File: src/pack_object_header_parser_unit_defines.svh
// ----------------------------------------------------------------------------
// Assertion macros for the pack object header parser
// Clocked implication checks with the reset disable built in.
// ----------------------------------------------------------------------------
`ifndef PACK_OBJECT_HEADER_PARSER_UNIT_DEFINES_SVH
`define PACK_OBJECT_HEADER_PARSER_UNIT_DEFINES_SVH

// Same-cycle implication under an active-low reset
`define POHP_ASSERT_NOW(label, clk, rst_n, ante, cons, msg) \
	label: assert property (@(posedge clk) disable iff (!rst_n) (ante) |-> (cons)) \
		else $error(msg);

// Next-cycle implication under an active-low reset
`define POHP_ASSERT_NEXT(label, clk, rst_n, ante, cons, msg) \
	label: assert property (@(posedge clk) disable iff (!rst_n) (ante) |=> (cons)) \
		else $error(msg);

`endif

File: src/pohp_pkg.sv
// ----------------------------------------------------------------------------
// pohp_pkg
// Shared types and constants of the pack object header parser.
// ----------------------------------------------------------------------------
package pohp_pkg;

	// Object header layout
	localparam int BASE_ID_BYTES    = 20;
	localparam int MAX_OFFSET_BYTES = 8;
	localparam int HEADER_BYTES     = 12;
	localparam int MAGIC_BYTES      = 4;
	localparam int SIZE_SHIFT_INIT  = 4;
	localparam int SIZE_SHIFT_STEP  = 7;
	localparam int SIZE_SHIFT_MAX   = 28;

	localparam int OFS_W  = $clog2(MAX_OFFSET_BYTES + 1);
	localparam int BASE_W = $clog2(BASE_ID_BYTES);

	localparam logic [31:0] EXPECTED_LENGTH_RST = 32'd340027;

	localparam logic [7:0] MAGIC [MAGIC_BYTES] = '{8'h50, 8'h41, 8'h43, 8'h4b};

	localparam logic [2:0] OBJ_OFS_DELTA = 3'd6;
	localparam logic [2:0] OBJ_REF_DELTA = 3'd7;

	// Queue depths
	localparam int Q_DEPTH = 2;
	localparam int Q_PTR_W = $clog2(Q_DEPTH);
	localparam int Q_CNT_W = $clog2(Q_DEPTH + 1);

	typedef enum logic [2:0] {
		ST_PASS     = 3'd0,
		ST_BAD_HEX  = 3'd1,
		ST_SIZE_OVF = 3'd2,
		ST_OFS_OVF  = 3'd3,
		ST_HDR_FAIL = 3'd4
	} status_t;

	typedef enum logic [1:0] {
		TK_BYTE   = 2'd0,
		TK_EOS    = 2'd1,
		TK_BADHEX = 2'd2
	} tok_kind_t;

	// Classified item from front to back
	typedef struct packed {
		tok_kind_t   kind;
		logic [7:0]  data;
		logic        pending;
	} token_t;

	typedef struct packed {
		status_t     status;
		logic [2:0]  object_type;
		logic [31:0] object_size;
		logic [31:0] data_offset;
		logic [31:0] byte_total;
	} result_t;

endpackage

File: src/pack_object_header_parser_unit.sv
// A status item reaches the result ports after the character or end of stream
// that causes it has passed the item queue and then the result queue.
// One item per cycle while no queue is full; the parser updates once per byte.
// Two-entry queues sit between front and back and at the result side.
// Reset: arst_n clears all parser state at once, expected_length returns to
// 340027; each end of stream rearms the parser and keeps expected_length.
// ----------------------------------------------------------------------------
// pack_object_header_parser_unit
// Top level: front classifier, item queue, header parser and result queue.
// ----------------------------------------------------------------------------
module pack_object_header_parser_unit
	import pohp_pkg::*;
(
	input  logic        clk,
	input  logic        arst_n,
	input  logic        push,
	output logic        full,
	input  logic        kind,
	input  logic [7:0]  symbol,
	output logic        empty,
	input  logic        pop,
	output logic [2:0]  status,
	output logic [2:0]  object_type,
	output logic [31:0] object_size,
	output logic [31:0] data_offset,
	output logic [31:0] byte_total,
	input  logic        cfg_valid,
	output logic        cfg_ready,
	input  logic [31:0] cfg_data
);

	logic    tok_wr;
	token_t  tok_wr_item;
	logic    tok_full;
	logic    tok_rd;
	token_t  tok_rd_item;
	logic    tok_empty;
	logic    res_wr;
	result_t res_wr_item;
	logic    res_full;
	result_t res_rd_item;

	assign cfg_ready = 1'b1;

	pohp_front u_front (
		.clk      (clk),
		.arst_n   (arst_n),
		.push     (push),
		.full     (full),
		.kind     (kind),
		.symbol   (symbol),
		.tok_full (tok_full),
		.tok_wr   (tok_wr),
		.tok_item (tok_wr_item)
	);

	pohp_tok_q u_tok_q (
		.clk     (clk),
		.arst_n  (arst_n),
		.wr_en   (tok_wr),
		.wr_item (tok_wr_item),
		.full    (tok_full),
		.rd_en   (tok_rd),
		.rd_item (tok_rd_item),
		.empty   (tok_empty)
	);

	pohp_back u_back (
		.clk       (clk),
		.arst_n    (arst_n),
		.cfg_wr    (cfg_valid && cfg_ready),
		.cfg_data  (cfg_data),
		.tok_empty (tok_empty),
		.tok_item  (tok_rd_item),
		.tok_rd    (tok_rd),
		.res_full  (res_full),
		.res_wr    (res_wr),
		.res_item  (res_wr_item)
	);

	pohp_res_q u_res_q (
		.clk     (clk),
		.arst_n  (arst_n),
		.wr_en   (res_wr),
		.wr_item (res_wr_item),
		.full    (res_full),
		.rd_en   (pop),
		.rd_item (res_rd_item),
		.empty   (empty)
	);

	// Drive the result ports from the oldest queued item
	assign status      = res_rd_item.status;
	assign object_type = res_rd_item.object_type;
	assign object_size = res_rd_item.object_size;
	assign data_offset = res_rd_item.data_offset;
	assign byte_total  = res_rd_item.byte_total;

endmodule

File: src/pohp_front.sv
// ----------------------------------------------------------------------------
// pohp_front
// Accepts text characters, pairs hex digits into bytes and classifies items.
// ----------------------------------------------------------------------------
module pohp_front
	import pohp_pkg::*;
(
	input  logic   clk,
	input  logic   arst_n,
	input  logic   push,
	output logic   full,
	input  logic   kind,
	input  logic   [7:0] symbol,
	input  logic   tok_full,
	output logic   tok_wr,
	output token_t tok_item
);

	localparam logic [7:0] CH_SPACE = 8'h20;
	localparam logic [7:0] CH_LF    = 8'h0a;
	localparam logic [7:0] CH_CR    = 8'h0d;

	logic       half_q, half_d;
	logic [3:0] nib_q, nib_d;
	logic       err_q, err_d;
	logic       take;
	logic       is_ws;
	logic       is_hex;
	logic [3:0] hex_val;

	// Decode one hex digit
	always_comb begin
		is_hex  = 1'b1;
		hex_val = 4'd0;
		if (symbol >= 8'h30 && symbol <= 8'h39) begin
			hex_val = symbol[3:0];
		end else if ((symbol >= 8'h41 && symbol <= 8'h46) ||
		             (symbol >= 8'h61 && symbol <= 8'h66)) begin
			hex_val = symbol[3:0] + 4'd9;
		end else begin
			is_hex = 1'b0;
		end
	end

	assign is_ws = (symbol == CH_SPACE) || (symbol == CH_LF) || (symbol == CH_CR);
	assign full  = tok_full;
	assign take  = push && !tok_full;

	// Classify the item and update pairing state
	always_comb begin
		half_d   = half_q;
		nib_d    = nib_q;
		err_d    = err_q;
		tok_wr   = 1'b0;
		tok_item = '{kind: TK_BYTE, data: {nib_q, hex_val}, pending: half_q};
		if (take) begin
			if (kind) begin
				tok_wr        = 1'b1;
				tok_item.kind = TK_EOS;
				half_d        = 1'b0;
				nib_d         = 4'd0;
				err_d         = 1'b0;
			end else if (!err_q) begin
				if (is_ws) begin
					if (half_q) begin
						tok_wr        = 1'b1;
						tok_item.kind = TK_BADHEX;
						err_d         = 1'b1;
					end
				end else if (!is_hex) begin
					tok_wr        = 1'b1;
					tok_item.kind = TK_BADHEX;
					err_d         = 1'b1;
				end else if (!half_q) begin
					nib_d  = hex_val;
					half_d = 1'b1;
				end else begin
					tok_wr = 1'b1;
					half_d = 1'b0;
				end
			end
		end
	end

	// Hold pairing state
	always_ff @(posedge clk or negedge arst_n) begin
		if (!arst_n) begin
			half_q <= 1'b0;
			nib_q  <= 4'd0;
			err_q  <= 1'b0;
		end else begin
			half_q <= half_d;
			nib_q  <= nib_d;
			err_q  <= err_d;
		end
	end

endmodule

File: src/pohp_tok_q.sv
// ----------------------------------------------------------------------------
// pohp_tok_q
// Short queue of classified items between front and back.
// ----------------------------------------------------------------------------
module pohp_tok_q
	import pohp_pkg::*;
(
	input  logic   clk,
	input  logic   arst_n,
	input  logic   wr_en,
	input  token_t wr_item,
	output logic   full,
	input  logic   rd_en,
	output token_t rd_item,
	output logic   empty
);

	token_t               mem_q [Q_DEPTH];
	logic [Q_PTR_W-1:0]   wr_ptr_q;
	logic [Q_PTR_W-1:0]   rd_ptr_q;
	logic [Q_CNT_W-1:0]   cnt_q;
	logic                 do_wr;
	logic                 do_rd;

	assign full    = (cnt_q == Q_CNT_W'(Q_DEPTH));
	assign empty   = (cnt_q == '0);
	assign rd_item = mem_q[rd_ptr_q];
	assign do_wr   = wr_en && !full;
	assign do_rd   = rd_en && !empty;

	// Store items
	always_ff @(posedge clk) begin
		if (do_wr) begin
			mem_q[wr_ptr_q] <= wr_item;
		end
	end

	// Advance pointers and count
	always_ff @(posedge clk or negedge arst_n) begin
		if (!arst_n) begin
			wr_ptr_q <= '0;
			rd_ptr_q <= '0;
			cnt_q    <= '0;
		end else begin
			if (do_wr) begin
				wr_ptr_q <= (wr_ptr_q == Q_PTR_W'(Q_DEPTH - 1)) ? '0 : wr_ptr_q + 1'b1;
			end
			if (do_rd) begin
				rd_ptr_q <= (rd_ptr_q == Q_PTR_W'(Q_DEPTH - 1)) ? '0 : rd_ptr_q + 1'b1;
			end
			if (do_wr && !do_rd) begin
				cnt_q <= cnt_q + 1'b1;
			end else if (do_rd && !do_wr) begin
				cnt_q <= cnt_q - 1'b1;
			end
		end
	end

endmodule

File: src/pohp_res_q.sv
// ----------------------------------------------------------------------------
// pohp_res_q
// Output queue of status items; parts the back from the result consumer.
// ----------------------------------------------------------------------------
module pohp_res_q
	import pohp_pkg::*;
(
	input  logic    clk,
	input  logic    arst_n,
	input  logic    wr_en,
	input  result_t wr_item,
	output logic    full,
	input  logic    rd_en,
	output result_t rd_item,
	output logic    empty
);

	result_t              mem_q [Q_DEPTH];
	logic [Q_PTR_W-1:0]   wr_ptr_q;
	logic [Q_PTR_W-1:0]   rd_ptr_q;
	logic [Q_CNT_W-1:0]   cnt_q;
	logic                 do_wr;
	logic                 do_rd;

	assign full    = (cnt_q == Q_CNT_W'(Q_DEPTH));
	assign empty   = (cnt_q == '0);
	assign rd_item = mem_q[rd_ptr_q];
	assign do_wr   = wr_en && !full;
	assign do_rd   = rd_en && !empty;

	// Store items
	always_ff @(posedge clk) begin
		if (do_wr) begin
			mem_q[wr_ptr_q] <= wr_item;
		end
	end

	// Advance pointers and count
	always_ff @(posedge clk or negedge arst_n) begin
		if (!arst_n) begin
			wr_ptr_q <= '0;
			rd_ptr_q <= '0;
			cnt_q    <= '0;
		end else begin
			if (do_wr) begin
				wr_ptr_q <= (wr_ptr_q == Q_PTR_W'(Q_DEPTH - 1)) ? '0 : wr_ptr_q + 1'b1;
			end
			if (do_rd) begin
				rd_ptr_q <= (rd_ptr_q == Q_PTR_W'(Q_DEPTH - 1)) ? '0 : rd_ptr_q + 1'b1;
			end
			if (do_wr && !do_rd) begin
				cnt_q <= cnt_q + 1'b1;
			end else if (do_rd && !do_wr) begin
				cnt_q <= cnt_q - 1'b1;
			end
		end
	end

endmodule

File: src/pohp_back.sv
// ----------------------------------------------------------------------------
// pohp_back
// Parses the pack header and first object header from decoded bytes.
// ----------------------------------------------------------------------------
`include "pack_object_header_parser_unit_defines.svh"

module pohp_back
	import pohp_pkg::*;
(
	input  logic        clk,
	input  logic        arst_n,
	input  logic        cfg_wr,
	input  logic [31:0] cfg_data,
	input  logic        tok_empty,
	input  token_t      tok_item,
	output logic        tok_rd,
	input  logic        res_full,
	output logic        res_wr,
	output result_t     res_item
);

	typedef enum logic [2:0] {
		PH_TYPE,
		PH_SIZE,
		PH_OFS,
		PH_BASE,
		PH_DONE
	} phase_t;

	logic [31:0]       exp_len_q;
	logic [31:0]       cnt_q, cnt_d;
	logic              magic_q, magic_d;
	phase_t            phase_q, phase_d;
	logic [2:0]        type_q, type_d;
	logic [31:0]       size_q, size_d;
	logic [5:0]        shift_q, shift_d;
	logic [OFS_W-1:0]  ofs_q, ofs_d;
	logic [BASE_W-1:0] base_q, base_d;
	logic [31:0]       zlib_q, zlib_d;
	logic              err_q, err_d;
	logic              take;
	logic              byte_err;
	status_t           byte_st;
	logic [7:0]        b;

	function automatic phase_t phase_after_size(input logic [2:0] t);
		if (t == OBJ_OFS_DELTA) begin
			return PH_OFS;
		end else if (t == OBJ_REF_DELTA) begin
			return PH_BASE;
		end
		return PH_DONE;
	endfunction

	assign take = !tok_empty && !res_full;
	assign b    = tok_item.data;

	// Work out next state and any status item
	always_comb begin
		cnt_d    = cnt_q;
		magic_d  = magic_q;
		phase_d  = phase_q;
		type_d   = type_q;
		size_d   = size_q;
		shift_d  = shift_q;
		ofs_d    = ofs_q;
		base_d   = base_q;
		zlib_d   = zlib_q;
		err_d    = err_q;
		byte_err = 1'b0;
		byte_st  = ST_PASS;
		tok_rd   = take;
		res_wr   = 1'b0;
		res_item = '{status: ST_PASS, object_type: type_q, object_size: size_q,
		             data_offset: zlib_q, byte_total: cnt_q};
		if (take) begin
			case (tok_item.kind)
				TK_EOS: begin
					if (!err_q) begin
						res_wr = 1'b1;
						if (tok_item.pending) begin
							res_item.status = ST_BAD_HEX;
						end else if (cnt_q == exp_len_q && magic_q && phase_q == PH_DONE) begin
							res_item.status = ST_PASS;
						end else begin
							res_item.status = ST_HDR_FAIL;
						end
					end
					// rearm for the next stream
					cnt_d   = '0;
					magic_d = 1'b1;
					phase_d = PH_TYPE;
					type_d  = '0;
					size_d  = '0;
					shift_d = 6'(SIZE_SHIFT_INIT);
					ofs_d   = '0;
					base_d  = '0;
					zlib_d  = '0;
					err_d   = 1'b0;
				end
				TK_BADHEX: begin
					if (!err_q) begin
						res_wr          = 1'b1;
						res_item.status = ST_BAD_HEX;
						err_d           = 1'b1;
					end
				end
				TK_BYTE: begin
					if (!err_q) begin
						if (cnt_q < 32'(HEADER_BYTES)) begin
							if (cnt_q < 32'(MAGIC_BYTES) && b != MAGIC[cnt_q[1:0]]) begin
								magic_d = 1'b0;
							end
						end else begin
							case (phase_q)
								PH_TYPE: begin
									type_d  = b[6:4];
									size_d  = {28'd0, b[3:0]};
									phase_d = b[7] ? PH_SIZE : phase_after_size(b[6:4]);
								end
								PH_SIZE: begin
									if (shift_q > 6'(SIZE_SHIFT_MAX)) begin
										byte_err = 1'b1;
										byte_st  = ST_SIZE_OVF;
									end else begin
										size_d  = size_q | ({25'd0, b[6:0]} << shift_q);
										shift_d = shift_q + 6'(SIZE_SHIFT_STEP);
										if (!b[7]) begin
											phase_d = phase_after_size(type_q);
										end
									end
								end
								PH_OFS: begin
									if (ofs_q >= OFS_W'(MAX_OFFSET_BYTES)) begin
										byte_err = 1'b1;
										byte_st  = ST_OFS_OVF;
									end else begin
										ofs_d = ofs_q + 1'b1;
										if (!b[7]) begin
											phase_d = PH_DONE;
										end
									end
								end
								PH_BASE: begin
									if (base_q == BASE_W'(BASE_ID_BYTES - 1)) begin
										phase_d = PH_DONE;
									end else begin
										base_d = base_q + 1'b1;
									end
								end
								default: ;
							endcase
						end
						if (byte_err) begin
							err_d           = 1'b1;
							res_wr          = 1'b1;
							res_item.status = byte_st;
						end else begin
							if (cnt_q != 32'hffff_ffff) begin
								cnt_d = cnt_q + 32'd1;
							end
							if (phase_d == PH_DONE && zlib_q == '0) begin
								zlib_d = cnt_d;
							end
						end
					end
				end
				default: ;
			endcase
		end
	end

	// Hold parser state and the length register
	always_ff @(posedge clk or negedge arst_n) begin
		if (!arst_n) begin
			exp_len_q <= EXPECTED_LENGTH_RST;
			cnt_q     <= '0;
			magic_q   <= 1'b1;
			phase_q   <= PH_TYPE;
			type_q    <= '0;
			size_q    <= '0;
			shift_q   <= 6'(SIZE_SHIFT_INIT);
			ofs_q     <= '0;
			base_q    <= '0;
			zlib_q    <= '0;
			err_q     <= 1'b0;
		end else begin
			if (cfg_wr) begin
				exp_len_q <= cfg_data;
			end
			cnt_q   <= cnt_d;
			magic_q <= magic_d;
			phase_q <= phase_d;
			type_q  <= type_d;
			size_q  <= size_d;
			shift_q <= shift_d;
			ofs_q   <= ofs_d;
			base_q  <= base_d;
			zlib_q  <= zlib_d;
			err_q   <= err_d;
		end
	end

	`POHP_ASSERT_NOW(a_no_write_when_full, clk, arst_n, res_wr, !res_full && take, "status item written into a full queue")
	`POHP_ASSERT_NOW(a_quiet_after_error, clk, arst_n, take && err_q && tok_item.kind != TK_EOS, !res_wr, "item given after an error")
	`POHP_ASSERT_NEXT(a_rearm_on_eos, clk, arst_n, take && tok_item.kind == TK_EOS, cnt_q == '0 && !err_q && phase_q == PH_TYPE, "end of stream did not rearm")
	`POHP_ASSERT_NOW(a_offset_only_when_done, clk, arst_n, zlib_q != '0, phase_q == PH_DONE, "data offset set before header end")

endmodule
File: config.mk
export PLATFORM = sky130hd
export DESIGN_NAME = pack_object_header_parser_unit
export DESIGN_NICKNAME = d
export VERILOG_FILES = /design/src/pohp_pkg.sv /design/src/pack_object_header_parser_unit.sv /design/src/pohp_front.sv /design/src/pohp_tok_q.sv /design/src/pohp_res_q.sv /design/src/pohp_back.sv
export VERILOG_INCLUDE_DIRS = /design/src /design/src/src
export SDC_FILE = /design/constraint.sdc
export NUM_CORES = 1
export LEC_CHECK = 0
export BUFFER_PORTS_ARGS = -buffer_cell sky130_fd_sc_hd__buf_2
export CAP_MARGIN = 10
export CORE_ASPECT_RATIO = 1.25
export CORE_MARGIN = 2
export CORE_UTILIZATION = 60
export DETAILED_ROUTE_END_ITERATION = 10
export PLACE_DENSITY = 0.8
export SLEW_MARGIN = 30
export SYNTH_ARGS = -nofsm -noshare
export SYNTH_HDL_FRONTEND = slang
export SYNTH_SLANG_ARGS = --single-unit
export TNS_END_PERCENT = 10
File: constraint.sdc
create_clock -name clk -period 10.1 [get_ports clk]
set_input_delay 0.505 -clock clk [delete_from_list [all_inputs] [get_ports clk]]
set_output_delay 0.505 -clock clk [all_outputs]
set_load 0.01 [all_outputs]
==> impl_metrics.yaml, run 1 <==
grt:
  grt_max_degree: 95
  grt_pass1_vias: 11400
  grt_use_total: 0.257
  grt_pass1_wl_um: 62400
  grt_overflow: 0
  grt_antenna_before_repair: 0
cells_and_area:
  fin_cells: 1924
  synthToLayoutAreaGrowth_pct: 12.4
  nNetsFinal: 1562
  layout-drive-gt1-share: 0.278
  n_antenna_cell: 0
  post-route-cell-area_mm2: 0.0199
  final_util: 0.683
  num-fill-cells: 2111
detailed_routing:
  wirelength_um: 39000
  vias: 11600
  drtIter0Drc: 955
  drc: 0
  first_pass_iters: 6
  avgViaCountPerCell: 6.05
  detail-route-antenna-nets: 0
  routedWlPerCell_um: 20.3
worst_setup_path:
  cp.arrival_ns: 4.69
  r2r_setup_slack_ns: 5.57
  cp.required_ns: 10.26
  crit_path_cell_trace: "mux2i_1, ha_1, buf_4, nand3_1, a21oi_1, nor2b_4, buf_4, buf_4"
  cp_top_family: "buffers and inverters"
  endpoint: "u_res_q.mem_q[0][60]"
  cp.depth: 8
  critPathLaunch: "u_tok_q.rd_ptr_q"
  max_stage_delay_ns: 0.88
  crit_path_frequent_cell: "buf_4"
  critPathKind: "flop to flop"
  crit_path_end_kind: "flop"
  r2r_cells: 8
  start_kind: "flop"
  critical_path.max_fanout: 56
  crit_slowest_cell: "dfrtp_1"
  cp_num_buf_inv: 3
  timing.rr.end: "u_res_q.mem_q[0][60]"
  r2r-start: "u_tok_q.rd_ptr_q"
logic_synthesis:
  synth.area.top_cells: "edfxtp_1, dfrtp_1, mux2_2"
  synth-seq-cells: 391
  synth.largest_area_cell: "edfxtp_1"
  ys.flop_type: "edfxtp_1"
  syn_nets: 1449
  synth_cell_type_count: 80
  syn_inst: 1386
  synth.most_common_cell: "edfxtp_1"
  synth_area_mm2: 0.0177
  yosysWarnings: 0
  synth-edff-count: 226
  syn_area_per_cell_um2: 12.8
  ys_seq_area_frac: 0.617
  yosys-top-cells-count: "edfxtp_1, dfrtp_1, mux2_2, nand2_1, o21ai_0"
  async_flop_share: 0.422
  synth_top_area_share: 0.383
die:
  rows: 70
  core_area_mm2: 0.0292
  die_w_um: 158
  start_util: 0.608
  die_h_um: 196
  io_pins: 151
  die_area_mm2: 0.0309
sta:
  finClkSkew_ns: 0.0177
  tightest_slew_ns: 0.898
  finalCriticalPeriod_ns: 4.53
  max_freq_ghz: 0.221
  hold_viol_final: 0
  setup_violations: 0
  fin_crit_sh: 0.449
  maxSlewHeadroom: 0.399
  rsz0062_at_grt: "no"
  tns_ns: 0
  finalMaxSlewViolations: 0
pwr:
  power_mw: 5.52
  peakVddDrop_mv: 0.123
  power.leakage_nw: 7.64
  power_density_mw_per_mm2: 277
clocking:
  clockBufferDepth: 3
  cts_buffers: 37
  cts_hold_buf: 0
  tritoncts: "yes"
  postCtsSetupBuffers: 0
  cts_num_sinks: 391
  cts_resized: 0
  path_clk_slew_ns: 0.06
  clk_latency_ns: 0.54
  htreeDepth: 2
  clockRootBuffer: "clkbuf_16"
place:
  dp.cells: 1856
  dp_hpwl_um: 26000
  gp_congestion: 0.945
  placed_cell_area_mm2: 0.0186
  port_buffers: 149
worst_hold_path:
  min_path_type: "input port to asynchronous set/reset pin"
outcome:
  status: "completed"
flow_run:
  drv_cap: 0
## cell families after synthesis
kind of cell | after synthesis | synth area share
buffers and inverters | 111 | 0.0307
AOI/OAI and AO/OA | 255 | 0.0926
DFF | 391 | 0.617
xor gates and xnor gates | 75 | 0.0371
muxes | 167 | 0.107
other | 1 | 0.000212
and+or+nand+nor | 369 | 0.104
adders and majority gates | 17 | 0.0120
## placed cells by master (no fill, tap or decap), types with 6 or more instances in the layout
cell type | Yosys | final
or3_1 | 7 | 7
nor4_1 | 14 | 14
xor2_1 | 31 | 31
clkinv_2 | 0 | 6
nor2_1 | 77 | 77
o31ai_1 | 10 | 10
nand3_1 | 38 | 38
clkbuf_1 | 40 | 9
a31oi_1 | 23 | 23
o21a_1 | 7 | 7
xnor2_1 | 44 | 44
ha_1 | 17 | 17
and3_1 | 12 | 12
buf_4 | 3 | 6
o21ai_0 | 81 | 81
mux2i_1 | 17 | 17
buf_2 | 21 | 148
o21ai_1 | 10 | 10
nand4_1 | 20 | 20
inv_1 | 25 | 25
edfxtp_1 | 226 | 226
nand2b_1 | 6 | 6
nand2_1 | 131 | 131
o21ai_2 | 22 | 22
o211ai_1 | 6 | 6
mux2_2 | 147 | 147
clkbuf_16 | 0 | 39
dfstp_2 | 11 | 11
dfrtp_1 | 154 | 153
a21oi_1 | 43 | 43
bufinv_16 | 0 | 6
o22ai_1 | 6 | 6
nor3_1 | 19 | 19
## through the flow
stage	worst slack, ns	hold WS [ns]
floorplan	2.95	0.209
detailed placement	5.56	0.456
global route	5.17	0.0986
global placement	5.76	0.450
CTS	5.49	0.122
finish	5.57	0.0197
## state kept, by name, indices dropped and copies added (netlist names), 4 cells and up
register / flops
u_back.zlib_q: 32
u_back.ofs_q: 4
u_back.base_q: 5
u_res_q.mem_q: 204
u_tok_q.mem_q: 22
u_back.shift_q: 6
u_back.exp_len_q: 32
u_back.cnt_q: 32
u_back.size_q: 32
u_front.nib_q: 4
## power breakdown
group          leakage [nW]  switching [mW]  internal (mW)  total, mW
Combinational          2.71            1.02          0.651       1.67
Sequential             4.30           0.218           2.16       2.38
Clock                 0.634           0.589          0.884       1.47
## area by class of cell
class	instances	area, um^2	area share
multi-input cells	884	6260	0.315
clock inverters	17	248	0.0124
clock buffers	51	1040	0.0525
inverters	28	105	0.00528
flip-flops and latches	391	10900	0.549
repair buffers	157	822	0.0413
well taps	396	495	0.0249
## worst min path at each step
stage,startpoint,end,slack (ns),cells after the start
6_report,arst_n,u_back.zlib_q[25],0.02,1
2_1_floorplan,arst_n,u_back.base_q[0],0.21,0
5_1_grt,arst_n,u_back.zlib_q[25],0.1,1
3_3_place_gp,u_back.size_q[15],u_res_q.mem_q[0][79],0.45,0
4_1_cts,arst_n,u_back.zlib_q[25],0.12,1
3_5_place_dp,u_back.size_q[28],u_res_q.mem_q[1][92],0.46,0
## routing by layer
layer | track usage | up-vias | share of wire
met5 | 0 | - | 0
met4 | 0.0997 | 0 | 0.032
met3 | 0.0373 | 105 | 0.070
met2 | 0.395 | 533 | 0.47
met1 | 0.374 | 5667 | 0.43
li1 | - | 5332 | -
Power figures use the tool's default switching activity.
==> inputs of run 2 (changes only) <==
Clock period 10.1 ns to 4.43 ns, I/O delays scaled along.
==> impl_metrics.yaml, run 2 (same netlist as run 1, synthesis figures left out) <==
outcome:
  status: "completed"
sta:
  setup_violations: 0
  maxSlewHeadroom: 0.349
  rsz0062_at_grt: "no"
  fin_crit_sh: 0.830
  finalCriticalPeriod_ns: 3.68
  max_freq_ghz: 0.272
  finClkSkew_ns: 0.0164
  finalMaxSlewViolations: 0
  tightest_slew_ns: 0.977
  tns_ns: 0
  hold_viol_final: 0
detailed_routing:
  wirelength_um: 39600
  first_pass_iters: 6
  routedWlPerCell_um: 20.1
  drtIter0Drc: 1107
  detail-route-antenna-nets: 0
  avgViaCountPerCell: 6.01
  vias: 11800
  drc: 0
cells_and_area:
  final_util: 0.695
  regMostFlops: "u_res_q.mem_q"
  largest_reg_flops: 204
  final_cell_mix: "edfxtp_1, dfrtp_1, buf_2, mux2_2, nand2_1"
  post-route-cell-area_mm2: 0.0203
  synthToLayoutAreaGrowth_pct: 14.4
  n_antenna_cell: 0
  layout-drive-gt1-share: 0.274
  nNetsFinal: 1606
  mostFrequentLayoutCell: "edfxtp_1"
worst_setup_path:
  critical_path.max_fanout: 24
  critPathKind: "flop to flop"
  crit_path_end_kind: "flop"
  start_kind: "flop"
  cp.required_ns: 4.62
  r2r_setup_slack_ns: 0.75
  cp_num_buf_inv: 2
  max_stage_delay_ns: 0.86
  cp.depth: 8
  cp_top_family: "flip-flops"
  critPathLaunch: "u_tok_q.rd_ptr_q"
  r2r-start: "u_tok_q.rd_ptr_q"
  crit_slowest_cell: "dfrtp_1"
  timing.rr.end: "u_res_q.mem_q[0][31]"
  crit_path_cell_trace: "mux2i_1, inv_1, ha_1, nor2_1, nand2_1, a21oi_1, nor2b_4, buf_4"
  endpoint: "u_res_q.mem_q[0][31]"
  r2r_cells: 8
  cp.arrival_ns: 3.86
grt:
  grt_max_degree: 102
  grt_use_total: 0.258
  grt_antenna_before_repair: 0
  grt_pass1_vias: 11600
  grt_pass1_wl_um: 62200
  grt_overflow: 0
pwr:
  peakVddDrop_mv: 0.336
  power_mw: 12.5
  power_density_mw_per_mm2: 617
  power.leakage_nw: 7.78
worst_hold_path:
  min_path_type: "input port to flop"
die:
  die_h_um: 196
  die_w_um: 158
  start_util: 0.608
  core_area_mm2: 0.0292
  rows: 70
  die_area_mm2: 0.0309
  io_pins: 151
flow_run:
  drv_cap: 0
clocking:
  clockRootBuffer: "clkbuf_16"
  cts_hold_buf: 34
  path_clk_slew_ns: 0.06
  cts_resized: 0
  clk_latency_ns: 0.54
  cts_num_sinks: 391
  clockBufferDepth: 3
  cts_buffers: 37
  tritoncts: "yes"
  htreeDepth: 2
  postCtsSetupBuffers: 0
place:
  dp_hpwl_um: 26400
  placed_cell_area_mm2: 0.0187
  port_buffers: 149
  gp_congestion: 0.945
-- run 2: metal layers --
layer | up-vias | track usage | wire [um]
li1 | 5427 | - | -
met1 | 5791 | 0.357 | 16500
met2 | 506 | 0.418 | 19100
met3 | 95 | 0.0398 | 2630
met4 | 0 | 0.0919 | 1330
met5 | - | 0 | 0
-- run 2: area by class of cell --
type	instances	area, um^2
Multi-Input combinational cell	884	6260
Fill cell	2013	8900
Sequential cell	391	10900
Clock inverter	17	174
Tap cell	396	495
Timing Repair Buffer	201	1250
Inverter	28	105
Clock buffer	50	1050
-- run 2: power by group --
group          total (mW)  switching, mW  leakage, nW  internal [mW]
sequential           5.47          0.553         4.30           4.92
combinational        3.86           2.30         2.90           1.56
clock                3.17           1.33        0.585           1.84
total                12.5           4.18         7.78           8.33
-- run 2: worst min-delay path: cells and delay by family --
family | cells | cell delay, ns
AOI/OAI and AO/OA | 1 | 0.14
buffers and inverters | 1 | 0.10
xor gates and xnor gates | 1 | 0.08
-- run 2: metrics by stage --
step | setup WS, ns | hold slack, ns | cells
after CTS | 0.803 | 0.0397 | 1967
after global routing | 0.443 | 0.0813 | 1967
after floorplan | -0.494 | -0.0741 | 1386
after global placement | 0.998 | 0.379 | 1866
final | 0.753 | 0.0494 | 1967
after detailed placement | 0.838 | 0.394 | 1866
-- run 2: how the worst min path moves through the flow --
stage,slack (ns),to,start,cells past startpoint
3_5_place_dp,0.39,u_front.nib_q[2],arst_n,1
5_1_grt,0.08,u_front.err_q,push,3
4_1_cts,0.04,u_res_q.rd_ptr_q,pop,3
3_3_place_gp,0.38,u_front.nib_q[2],arst_n,1
6_report,0.05,u_res_q.rd_ptr_q,pop,3
2_1_floorplan,-0.07,u_back.base_q[0],arst_n,0
